### src/rtl/lfse_pkg.sv
// ----------------------------------------------------------------------------
// lfse_pkg: shared definitions for the LED frame smooth encoder
// Store geometry, register map, line-code table and the structs passed
// between the encoder's units.
// ----------------------------------------------------------------------------
`default_nettype none

package lfse_pkg;

    localparam int LED_COUNT = 256;
    localparam int LED_AW    = (LED_COUNT > 1) ? $clog2(LED_COUNT) : 1;
    localparam int CHAN_NUM  = 4;

    // channel lanes, in the byte order of the stored colour word
    localparam int CH_RED   = 0;
    localparam int CH_GREEN = 1;
    localparam int CH_BLUE  = 2;
    localparam int CH_WHITE = 3;

    // configuration port
    localparam int          APB_AW          = 3;
    localparam logic        REG_SMOOTH_STEP = 1'b0;   // word index of smooth_step
    localparam logic [7:0]  STEP_RESET      = 8'd96;
    localparam logic [7:0]  STEP_FULL       = 8'd255;
    localparam logic [16:0] ROUND_BIAS      = 17'd127;

    // two data bits, MSB first, to one line-code byte
    localparam logic [7:0] PAIR_CODE [4] = '{8'h88, 8'h8C, 8'hC8, 8'hCC};

    typedef struct packed {
        logic              en;
        logic [LED_AW-1:0] addr;
        logic [31:0]       data;
    } t_mem_wr;

    typedef struct packed {
        logic load;
        logic frame_end;
    } t_s1_ctl;

    function automatic logic [31:0] f_line_code(input logic [7:0] value);
        logic [31:0] word;
        word = '0;
        for (int i = 0; i < 4; i++) begin
            word[31 - 8*i -: 8] = PAIR_CODE[value[7 - 2*i -: 2]];
        end
        return word;
    endfunction

endpackage

`default_nettype wire

### src/rtl/lfse_lane.sv
// ----------------------------------------------------------------------------
// lfse_lane: one colour channel
// Blends the shown value toward the target with rounding and encodes the
// result in SPI line code.
// ----------------------------------------------------------------------------
`default_nettype none

module lfse_lane (
    input  wire logic [7:0] i_cur,
    input  wire logic [7:0] i_tgt,
    input  wire logic [7:0] i_k,
    output logic [7:0]      o_nxt,
    output logic [31:0]     o_code
);

    logic [15:0] w_prod_cur;
    logic [15:0] w_prod_tgt;
    logic [16:0] w_acc;
    logic [16:0] w_quot;

    assign w_prod_cur = i_cur * (lfse_pkg::STEP_FULL - i_k);
    assign w_prod_tgt = i_tgt * i_k;
    assign w_acc      = {1'b0, w_prod_cur} + {1'b0, w_prod_tgt} + lfse_pkg::ROUND_BIAS;

    // divide by 255: exact for numerators up to 255*255+127
    assign w_quot = w_acc + {8'd0, w_acc[16:8]} + 17'd1;
    assign o_nxt  = w_quot[15:8];
    assign o_code = lfse_pkg::f_line_code(o_nxt);

endmodule

`default_nettype wire

### config.mk
export PLATFORM = sky130hd
export DESIGN_NAME = lfse_lane
export DESIGN_NICKNAME = d
export VERILOG_FILES = /design/src/rtl/lfse_pkg.sv /design/src/rtl/lfse_lane.sv
export SDC_FILE = /design/constraint.sdc
export NUM_CORES = 1
export LEC_CHECK = 0
export ABC_AREA = 1
export BUFFER_PORTS_ARGS = -buffer_cell sky130_fd_sc_hd__clkbuf_2
export CORE_UTILIZATION = 45
export DETAILED_ROUTE_END_ITERATION = 10
export PLACE_DENSITY = 0.69
export SLEW_MARGIN = 30
export SYNTH_ARGS = -nofsm -noshare
export SYNTH_HDL_FRONTEND = slang
export SYNTH_SLANG_ARGS = --single-unit
### constraint.sdc
create_clock -name vclk -period 12.9
set_clock_uncertainty 0.2 [all_clocks]
set_input_delay 2.58 -clock vclk [all_inputs]
set_output_delay 2.58 -clock vclk [all_outputs]
set_load 0.005 [all_outputs]
-- After elaboration in Yosys (flattened, before gate mapping)
Cells that the tools add are included.
- register bits: 0
- output and inout bits: 40
- logic and storage cells: 27
- bits of input ports: 24
- magnitude comparators: 4
- bitwise gates (word level): 4
- multiply operators: 2
- multiplexer cells: 12
- add/subtract/negate cells: 5
- operators with widths (cell ; count):
    8-bit binary-select mux with 2-bit select ; 4
    8-bit 2-to-1 mux ; 8
    16-bit by 16-bit adder with 17-bit output ; 1
    17-bit by 7-bit adder with 17-bit output (second input constant) ; 1
    16-bit by 1-bit adder with 16-bit output (second input constant) ; 1
    16-bit by 9-bit adder with 16-bit output ; 1
    8-bit by 8-bit multiplier with 16-bit output ; 1
    9-bit by 9-bit multiplier with 16-bit output ; 1
    3-bit greater-or-equal comparator (second input constant) ; 4
    2-bit inverter with 3-bit output ; 4
    8-bit by 8-bit subtractor with 9-bit output (first input constant) ; 1

-- Depth between registers and ports, before layout
- word-level depth: 10
- depth in mapped cells: 44
- gate-level depth less buffers: 42

-- Worst setup path after synthesis
OpenSTA, ideal clock, no wires.
- path kind: input to output
- start: in i_k[3]
- end: out o_nxt[1]
- cell stages on the path: 37
- path buffers: 2
- slack: -0.185 ns
- arrival time: 10.305 ns
- required time: 10.120 ns
- cells stage by stage: clkbuf_1 > nor2_1 > fa_1 > fa_1 > inv_1 > fa_1 > fa_1 > inv_1 > ha_1 > a21oi_1 > inv_1 > a31oi_1 > xnor2_1 > ha_1 > inv_1 > fa_1 > fa_1 > inv_1 > fa_1 > ha_1 > ha_1 > a21oi_1 > nand2_1 > nand2_1 > nand3_2 > a21oi_1 > o21ai_0 > xnor2_1 > inv_1 > ha_1 > nand2_1 > o21bai_1 > inv_1 > o211ai_2 > nand2_2 > xor2_1 > buf_4
- word-level cells in the longest chain between the ends: 6
- elaborated cells between the ends (all ways): 7
- classes of those cells: add/sub (5); mul (2)
- RTL lines (what ; line ; source):
    from (decl) ; lfse_lane.sv:11 ; input wire logic [7:0] i_k,
    8-bit by 8-bit subtractor with 9-bit output ; lfse_lane.sv:21 ; assign w_prod_cur = i_cur * (lfse_pkg::STEP_FULL - i_k);
    9-bit by 9-bit multiplier with 16-bit output ; lfse_lane.sv:21 ;
    16-bit by 16-bit adder with 17-bit output (*) ; lfse_lane.sv:23 ; assign w_acc = {1'b0, w_prod_cur} + {1'b0, w_prod_tgt} + lfse_pkg::ROUND_BIAS;
    17-bit by 7-bit adder with 17-bit output (*) ; lfse_lane.sv:23 ;
    16-bit by 9-bit adder with 16-bit output (*) ; lfse_lane.sv:26 ; assign w_quot = w_acc + {8'd0, w_acc[16:8]} + 17'd1;
    16-bit by 1-bit adder with 16-bit output (*) ; lfse_lane.sv:26 ;
    to (decl) ; lfse_lane.sv:12 ; output logic [7:0] o_nxt,
Every way passes the cells marked *; elsewhere a longest branch is shown, timed or not.

-- Worst setup path in the final report
- start: in i_k[0]
- end: out o_nxt[5]
Same word-level chain as after synthesis.

==> results.md <==
* Gr usage total at 0.206
* Min-Delay Endpoint: o_code[6]
* Status: finished, violations left
* Max-slew violations at 0
* Detailed Route WL at 13,700 um
* Cells after synthesis at 842
* Footprint of the multi-input gates at 5350 um^2
* Unrepaired setup endpoints after global routing: yes
* Layout clock buffers at 0
* Slowest cell on crit path: fa_1
* Count leader, synth: inv_1
* Share of cells above drive strength 1 at 0.261
* Starting DRT DRC Count at 331
* Worst EP required at 10,120 ps
* Total die area at 13,800 um^2
* Starting Density at 0.469
* FF+latch count at 0
* Cell taking the most area after synthesis: fa_1
* Commonest cells in the synthesized netlist: inv_1 (235), nand2_1 (174), fa_1 (92)
* Crit path launch: i_k[0]
* Synth top area share at 0.306
* Setup ws final at -46.7 ps
* Fillers at 1,169
* Routed Antenna Nets at 0
* Register area share after synthesis at 0
* Final nets at 1,153
* Hold path start: i_k[0]
* DRT Pass-1 Iters at 5
* Number of diodes at 0
* Largest stage delay on the critical path at 570 ps
* Hold violation count in the final report at 0
* Residual DRC at 0
* Tmin final at 12,950 ps
* Port bufs at 40
* Vias in the first global route at 5,428
* Die width at 118 um
* Top Family by Delay on Critical Path: adder cells
* F_max at 0.0772 GHz
* Buf/Inv on CP at 12
* Core Area at 12,800 um^2
* Hold depth at 10
* Final setup viols at 4
* DR WL/cell at 12.3 um
* Placed Instance Area at 6810 um^2
* Crit share post-route at 1.00
* Num ports at 64
* First-pass GRT wire length at 24,000 um
* GRT overflow at 0
* FP Rows at 41
* CP max FO at 4
* Synth Cell Area at 6010 um^2
* Ys Warns at 0
* HPWL after detailed placement at 11,500 um
* Critical setup path kind: in -> out
* Critical Path Stages at 42
* Seq. cell area at 0 um^2
* Library cells used by synthesis at 38
* Max-cap violations at 0
* Mean Syn Cell Area at 7.14 um^2
* Crit path DAT at 10,170 ps
* Area grow syn2layout at 23.3%
* Via Count at 5,303
* Placer Congestion at 0.843
* Die Span Y at 118 um
* DR vias/cell at 4.75
* Startpoint types: primary input
* Area contributors post-synth: fa_1 (31%), ha_1 (19%), inv_1 (15%)
* Initial antenna violation count at 0
* Worst hold margin at 6040 ps
* Final instance area at 7410 um^2
* Failing checks: setup timing
* Top cell by count, worst path: fa_1
* Hold Crit Class: in -> out
* Largest net degree at the start of global routing at 13
* CP endpoint kind: output port
worst max-delay path by stage:
stage               slack [ps]    endpoint
floorplan                    1    o_nxt[5]
global placement          -340    o_nxt[6]
detailed placement        -430    o_nxt[6]
CTS                          9    o_nxt[5]
global route              -400  o_code[22]
finish                     -50    o_nxt[5]
layout make-up:
cell class,count,share of cell area
Timing Repair Buffer,131,0.128
Tap cell,172,0.0290
Inverter,237,0.122
Multi-Input combinational cell,577,0.721
per-stage QoR:
stage / setup slack [ps] / setup TNS [ps] / util / cells
global placement: -343 / -4720 / 0.531 / 1103
floorplan: 1.33 / 0 / - / 864
global route: -398 / -5140 / 0.578 / 1117
finish: -46.7 / -171 / 0.578 / 1117
detailed placement: -434 / -6350 / 0.531 / 1103
CTS: 8.90 / 0 / 0.554 / 1110
metal layers:
layer / wire (um) / vias to the layer above / global-route usage
met3: 779 / 14 / 0.0107
met4: 129 / 0 / 0.0136
met5: 0 / - / 0
met2: 6600 / 153 / 0.361
li1: - / 2621 / -
met1: 6200 / 2515 / 0.292
cell usage in the layout, fill, tap and decap left out, types with 10 or more instances in the layout:
master	instances
a21oi_1	13
a21oi_2	11
buf_4	84
clkbuf_2	33
conb_1	24
fa_1	91
ha_1	71
ha_4	18
inv_1	217
inv_2	16
nand2_1	156
nand2_2	26
nand2_4	10
nand3_1	25
nor2_1	53
xor2_1	12
tightest hold or removal path: cells and delay by family:
family	cells	cell delay (ps)
buffers and inverters	3	360
XOR/XNOR	1	70
AND/OR/NAND/NOR	4	430
AO/OA/AOI/OAI	2	230
what timing repair did:
item                       CTS  global route
resized for setup           46            72
setup buffers                7             8
hold buffers                 0             0
pin swaps                   31            49
setup endpoints to repair   16            16
kinds of logic after synthesis:
| kind of cell | share of synthesized area |
|---|---|
| adder cells (fa/ha/maj) | 0.494 |
| buffers and inverters | 0.201 |
| AO/OA/AOI/OAI | 0.0452 |
| other | 0.00125 |
| AND/OR/NAND/NOR | 0.221 |
| XOR/XNOR | 0.0381 |
Power is left out: the tool's default activity adds up to more than one toggle a clock period on the data nets, which glitch-free logic cannot reach.
