`src/rtl/lfse_pkg.sv`:
```
// ----------------------------------------------------------------------------
// lfse_pkg: shared definitions for the LED frame smooth encoder
// Store geometry, register map, line-code table and the structs passed
// between the encoder's units.
// ----------------------------------------------------------------------------
`default_nettype none

package lfse_pkg;

    localparam int LED_COUNT = 256;
    localparam int LED_AW    = (LED_COUNT > 1) ? $clog2(LED_COUNT) : 1;
    localparam int CHAN_NUM  = 4;

    // channel lanes, in the byte order of the stored colour word
    localparam int CH_RED   = 0;
    localparam int CH_GREEN = 1;
    localparam int CH_BLUE  = 2;
    localparam int CH_WHITE = 3;

    // configuration port
    localparam int          APB_AW          = 3;
    localparam logic        REG_SMOOTH_STEP = 1'b0;   // word index of smooth_step
    localparam logic [7:0]  STEP_RESET      = 8'd96;
    localparam logic [7:0]  STEP_FULL       = 8'd255;
    localparam logic [16:0] ROUND_BIAS      = 17'd127;

    // two data bits, MSB first, to one line-code byte
    localparam logic [7:0] PAIR_CODE [4] = '{8'h88, 8'h8C, 8'hC8, 8'hCC};

    typedef struct packed {
        logic              en;
        logic [LED_AW-1:0] addr;
        logic [31:0]       data;
    } t_mem_wr;

    typedef struct packed {
        logic load;
        logic frame_end;
    } t_s1_ctl;

    function automatic logic [31:0] f_line_code(input logic [7:0] value);
        logic [31:0] word;
        word = '0;
        for (int i = 0; i < 4; i++) begin
            word[31 - 8*i -: 8] = PAIR_CODE[value[7 - 2*i -: 2]];
        end
        return word;
    endfunction

endpackage

`default_nettype wire

```
`src/rtl/lfse_merge.sv`:
```
// ----------------------------------------------------------------------------
// lfse_merge: result merge and output register
// Combines the lane results into the change and frame-dirty flags and
// holds the result until the downstream side takes it.
// ----------------------------------------------------------------------------
`default_nettype none

module lfse_merge (
    input  wire logic                                   i_clk,
    input  wire logic                                   i_rst_n,
    input  wire lfse_pkg::t_s1_ctl                      i_ctl,
    input  wire logic [31:0]                            i_old_word,
    input  wire logic [31:0]                            i_new_word,
    input  wire logic [lfse_pkg::CHAN_NUM-1:0][31:0]    i_code,
    input  wire logic                                   i_stall,
    output logic                                        o_free,
    output logic                                        o_valid,
    output logic [31:0]                                 o_code_green,
    output logic [31:0]                                 o_code_red,
    output logic [31:0]                                 o_code_blue,
    output logic [31:0]                                 o_code_white,
    output logic                                        o_led_changed,
    output logic                                        o_frame_dirty,
    output logic                                        o_frame_done
);

    logic        r_valid;
    logic        r_dirty;
    logic        n_dirty;
    logic        w_changed;
    logic        w_dirty_now;
    logic [31:0] r_code_green;
    logic [31:0] r_code_red;
    logic [31:0] r_code_blue;
    logic [31:0] r_code_white;
    logic        r_changed;
    logic        r_frame_dirty;
    logic        r_frame_done;

    assign w_changed   = i_new_word != i_old_word;
    assign w_dirty_now = r_dirty | w_changed;
    assign n_dirty     = i_ctl.frame_end ? 1'b0 : w_dirty_now;
    assign o_free      = !r_valid || !i_stall;

    always_ff @(posedge i_clk) begin
        if (!i_rst_n) begin
            r_valid <= 1'b0;
            r_dirty <= 1'b0;
        end else begin
            if (i_ctl.load) begin
                r_valid <= 1'b1;
                r_dirty <= n_dirty;
            end else if (!i_stall) begin
                r_valid <= 1'b0;
            end
        end
    end

    always_ff @(posedge i_clk) begin
        if (i_ctl.load) begin
            r_code_green  <= i_code[lfse_pkg::CH_GREEN];
            r_code_red    <= i_code[lfse_pkg::CH_RED];
            r_code_blue   <= i_code[lfse_pkg::CH_BLUE];
            r_code_white  <= i_code[lfse_pkg::CH_WHITE];
            r_changed     <= w_changed;
            r_frame_dirty <= w_dirty_now;
            r_frame_done  <= i_ctl.frame_end;
        end
    end

    assign o_valid       = r_valid;
    assign o_code_green  = r_code_green;
    assign o_code_red    = r_code_red;
    assign o_code_blue   = r_code_blue;
    assign o_code_white  = r_code_white;
    assign o_led_changed = r_changed;
    assign o_frame_dirty = r_frame_dirty;
    assign o_frame_done  = r_frame_done;

endmodule

`default_nettype wire

```
`config.mk`:
```
export PLATFORM = sky130hd
export DESIGN_NAME = lfse_merge
export DESIGN_NICKNAME = d
export VERILOG_FILES = /design/src/rtl/lfse_pkg.sv /design/src/rtl/lfse_merge.sv
export SDC_FILE = /design/constraint.sdc
export NUM_CORES = 1
export LEC_CHECK = 0
export ABC_AREA = 0
export BUFFER_PORTS_ARGS = -buffer_cell sky130_fd_sc_hd__buf_2
export CORE_AREA = 2 2 128 130
export CTS_CLUSTER_SIZE = 24
export DETAILED_ROUTE_END_ITERATION = 7
export DIE_AREA = 0 0 130 132
export PLACE_DENSITY = 0.56
export RECOVER_POWER = 100
export SLEW_MARGIN = 20
export SYNTH_ARGS = -nofsm -noshare
export SYNTH_HDL_FRONTEND = slang
export SYNTH_SLANG_ARGS = --single-unit
export TNS_END_PERCENT = 10
```
`constraint.sdc`:
```
create_clock -name i_clk -period 1.78 [get_ports i_clk]
set_input_delay 0.356 -clock i_clk [delete_from_list [all_inputs] [get_ports i_clk]]
set_output_delay 0.356 -clock i_clk [all_outputs]
set_load 0.01 [all_outputs]
```
Word-level counts from Yosys, hierarchy flattened. Index checks and enable logic that the tools add are counted.

Bits in registers: 133. Logic and storage cells: 18. Input port bits: 197. Output and inout port bits: 133.

Mux-type cells: 3. Bitwise operators: 1. Equal/unequal tests: 2. Reduce and logical (&&, ||, !) cells: 3.

Operators with widths (count): $ne 32x32->1 (1); $mux 1 (3); $logic_not 1->1 (2); $ne 2x2->1 const B (1); $logic_or 1x1->1 (1); $or 1x1->1 (1).

Logic depth before layout (Yosys ltp).
Word-level depth: 3. Gate-level depth with buffers: 4. Gate-level depth less buffers: 4.

Worst setup path before layout. No wires, ideal clock.

Path type: input to register. From: in i_old_word[9]. To: reg r_frame_dirty (netlist: o_frame_dirty) (data pin). Arrival: 1.031 ns. Stages on the path: 4. Data required time: 1.509 ns. Slack: 0.478 ns. Library setup time: 0.271 ns. Path buffers: 0. Path through: xnor2_1 nand4_1 nor4_2 nand3_1.

Cells in the longest elaborated chain, start to end: 2.

Ends and longest elaborated chain: start, declared (RTL line lfse_merge.sv:12) `input wire logic [31:0] i_old_word,`; $ne 32x32->1 (RTL line lfse_merge.sv:40) `assign w_changed = i_new_word != i_old_word;`; $or 1x1->1 (RTL line lfse_merge.sv:41) `assign w_dirty_now = r_dirty | w_changed;`; via w_dirty_now (RTL line lfse_merge.sv:31) `logic w_dirty_now;`; end signal, assigned (RTL line lfse_merge.sv:66) `r_frame_dirty <= w_dirty_now;`; end, declared (RTL line lfse_merge.sv:37) `logic r_frame_dirty;`.

The timed path passes the listed nets, and every way through them passes these cells. A chain may end at the register's enable or synchronous reset.

Worst setup path after layout.
From: in i_ctl[1] (netlist name). To: reg r_code_white[7] (netlist: o_code_white[7]), enable pin.

RTL lines: start, declared (RTL line lfse_merge.sv:11) `input wire lfse_pkg::t_s1_ctl i_ctl,`; end signal, assigned (RTL line lfse_merge.sv:64) `r_code_white <= i_code[lfse_pkg::CH_WHITE];`; end, declared (RTL line lfse_merge.sv:35) `logic [31:0] r_code_white;`.

No word-level cell between the ends.

==> run_results.csv <==
group,metric,value,unit
place,gp_congestion,0.783,
yosys,synthArstFlopShare,0,%
clock_network,clkSinkCount,133,
yosys,synth_largest_area_cell,"edfxtp_1",
setup_path,critPathMaxFanout,71,
yosys,synth_top_family_by_area,"XOR/XNOR gates",
floorplanning,io_pins,330,
clock_network,cts_buffer_depth,2,
sta,grt_setup_unrepaired,"no",
sta,max_freq,728,MHz
setup_path,path_buf_inv,2,
pwr,p_leak,2.58,nW
setup_path,setup.worst_path.class,"in -> reg",
route,drtIter0Drc,137,
yosys,synth.mux.area_fraction,0,%
global_route,grt_pass1_vias,3228,
setup_path,worst_path_max_delay_cell,"clkbuf_4",
global_route,grt_most_used_layer,"met2",
yosys,synthXorXnorAreaFrac,6.41,%
route,routedWlPerCell,15.5,um
setup_path,regToRegStartpoint,"r_dirty",
setup_path,reg2regPathDepth,2,
sta,fin_skew,0.0106,ps
place,portBuffers,329,
yosys,synthAdderAreaFrac,0,%
yosys,netlist_top_cells_area,"edfxtp_1 (90%), xnor2_1 (6.4%), nand4_1 (1.1%), dfxtp_1 (0.92%), nor4_2 (0.57%)",
yosys,synthDominantCellAreaShare,89.9,%
clock_network,tritoncts,"built",
clock_network,path_clk_slew,60,ps
global_route,use_met3,6.49,%
floorplanning,die-area,17200,sq um
setup_path,crit_path_end_kind,"flop",
yosys,yosysUniqueCellTypes,12,
yosys,syn_nets,381,
cells_and_area,final_cells,764,
sta,fin_crit,1370,ps
setup_path,r2r_slack,1090,ps
floorplanning,row_count,46,
pwr,worst_ir_drop_vdd,0.000565,V
global_route,grt_pass1_wl,16900,um
sta,finalSetupViolCount,0,
cells_and_area,drive_gt1_share,40.8,%
global_route,use_met1,13.0,%
setup_path,path_depth,2,
floorplanning,core,15700,sq um
clock_network,h-tree-depth,4,
sta,tightest_slew,956,ps
route,routed_wl,11900,um
global_route,gr-usage-all-layers,13.4,%
setup_path,required,1800,ps
yosys,synth_compound_area_share,0.429,%
global_route,use_met2,24.0,%
route,num_vias,3095,
setup_path,r2r-end,"o_frame_dirty",
place,dp_hpwl,9380,um
clock_network,ctsResizeCount,0,
status,status,"completed",
clock_network,root_buffer,"clkbuf_16",
yosys,synthCells,184,
global_route,grt_max_degree,72,
route,firstDrtPassIters,4,
clock_network,postCtsSetupRepairBufs,0,
yosys,yosys.area_share.simple,2.23,%
clock_network,ctsHoldBuffers,0,
yosys,synth_edf_count,131,
yosys,ys_ff_latch,133,
pwr,powerDensity,1160,nW/um^2
setup_path,crit_end,"o_code_white[7]",
floorplanning,die_x,130,um
sta,hold_viol_final,0,
place,dp_cells,732,
sta,slew_headroom,36.3,%
yosys,synth_common_cells,"edfxtp_1 (131), xnor2_1 (32), nand4_1 (8)",
yosys,ys_warn_count,0,
hold_path,hold_class,"in -> reg",
setup_path,arrival,1390,ps
global_route,overflow,0,
setup_path,critPathMaxStageDelay,800,ps
floorplanning,start_util,27.8,%
run,maxCapViolations,0,
route,final_antenna_net_count,0,
sta,setup_tns,0,ps
yosys,postSynthAreaPerCell,23.8,sq um
sta,period_share,77.2,%
clock_network,cts_buffers,17,
route,drc,0,
cells_and_area,areaGrowthSynthToFinish,53.3,%
setup_path,cp_top_family,"buffers and inverters",
setup_path,crit_chain,"clkbuf_1 -> clkbuf_4",
clock_network,clock_latency,400,ps
setup_path,crit_start,"i_ctl[1]",
yosys,seq_area_frac_synth,90.8,%
yosys,netlist_area,4370,sq um
setup_path,start_kind,"primary input",
route,via_per_inst,4.05,
floorplanning,die_h,132,um
sta,finalMaxSlewViolations,0,
yosys,synth_most_common_cell,"edfxtp_1",
cells_and_area,fill_cells,1530,
yosys,synthFlopType,"edfxtp_1",
cells_and_area,fin_nets,732,
global_route,antenna_found_initial,2,
[logic make-up after synthesis]
group                  after synthesis
flip-flops                         133
XOR/XNOR                            32
AND/OR/NAND/NOR                     15
AO/OA/AOI/OAI                        3
buffers and inverters                1
[registers in the layout, summed over array words and instances (netlist names)]
register	count
o_valid	1
o_code_red	32
o_code_white	32
o_frame_dirty	1
o_led_changed	1
o_code_green	32
r_dirty	1
o_frame_done	1
o_code_blue	32
[worst min-delay path by stage]
stage | startpoint | end | slack (ps) | cells past startpoint
2_1_floorplan | r_dirty | r_dirty | 450 | 2
3_3_place_gp | r_dirty | r_dirty | 470 | 2
3_5_place_dp | r_dirty | r_dirty | 490 | 2
4_1_cts | i_code[110] | o_code_white[14] | 100 | 1
5_1_grt | i_code[1] | o_code_red[1] | 90 | 1
6_report | i_code[91] | o_code_blue[27] | 120 | 1
[stage by stage]
step	cell area, sq um	setup WS [ps]	hold WS [ps]	total power, mW	utilization (%)
after detailed placement	6340	155	485	4.61	40.4
after floorplan	4370	478	453	4.05	-
after global placement	6340	149	469	4.59	40.4
final	6710	406	124	7.77	42.7
after CTS	6900	432	103	7.95	43.9
after global routing	6700	310	90.8	8.12	42.7
[cells in the final DEF, fill, tap and decap left out, drive strengths merged, types with 3 or more instances in the layout]
cell,instances
clkbuf,158
nand4,8
inv,3
nand2,3
edfxtp,131
clkinvlp,4
clkinv,6
xnor2,32
buf,191
[routing by layer]
layer	up-vias	part of all wire, %
met4	0	1.6
met2	219	53
li1	1426	-
met1	1438	34
met3	12	12
met5	-	0
[power by group]
part | internal, mW | switching, mW
Combinational | 0.296 | 0.391
Sequential | 3.72 | 0.0658
Clock | 2.04 | 1.26
[area by class of cell]
class | instances | area (sq um) | area share (%)
antenna | 1 | 2.50 | 0.0373
clock buffer | 17 | 425 | 6.34
multi-input combinational | 50 | 390 | 5.82
sequential | 133 | 3970 | 59.3
timing repair buffer | 332 | 1500 | 22.4
inverter | 1 | 3.75 | 0.0560
tap | 216 | 270 | 4.03
clock inverter | 14 | 136 | 2.03
Power figures use the tool's default switching activity.
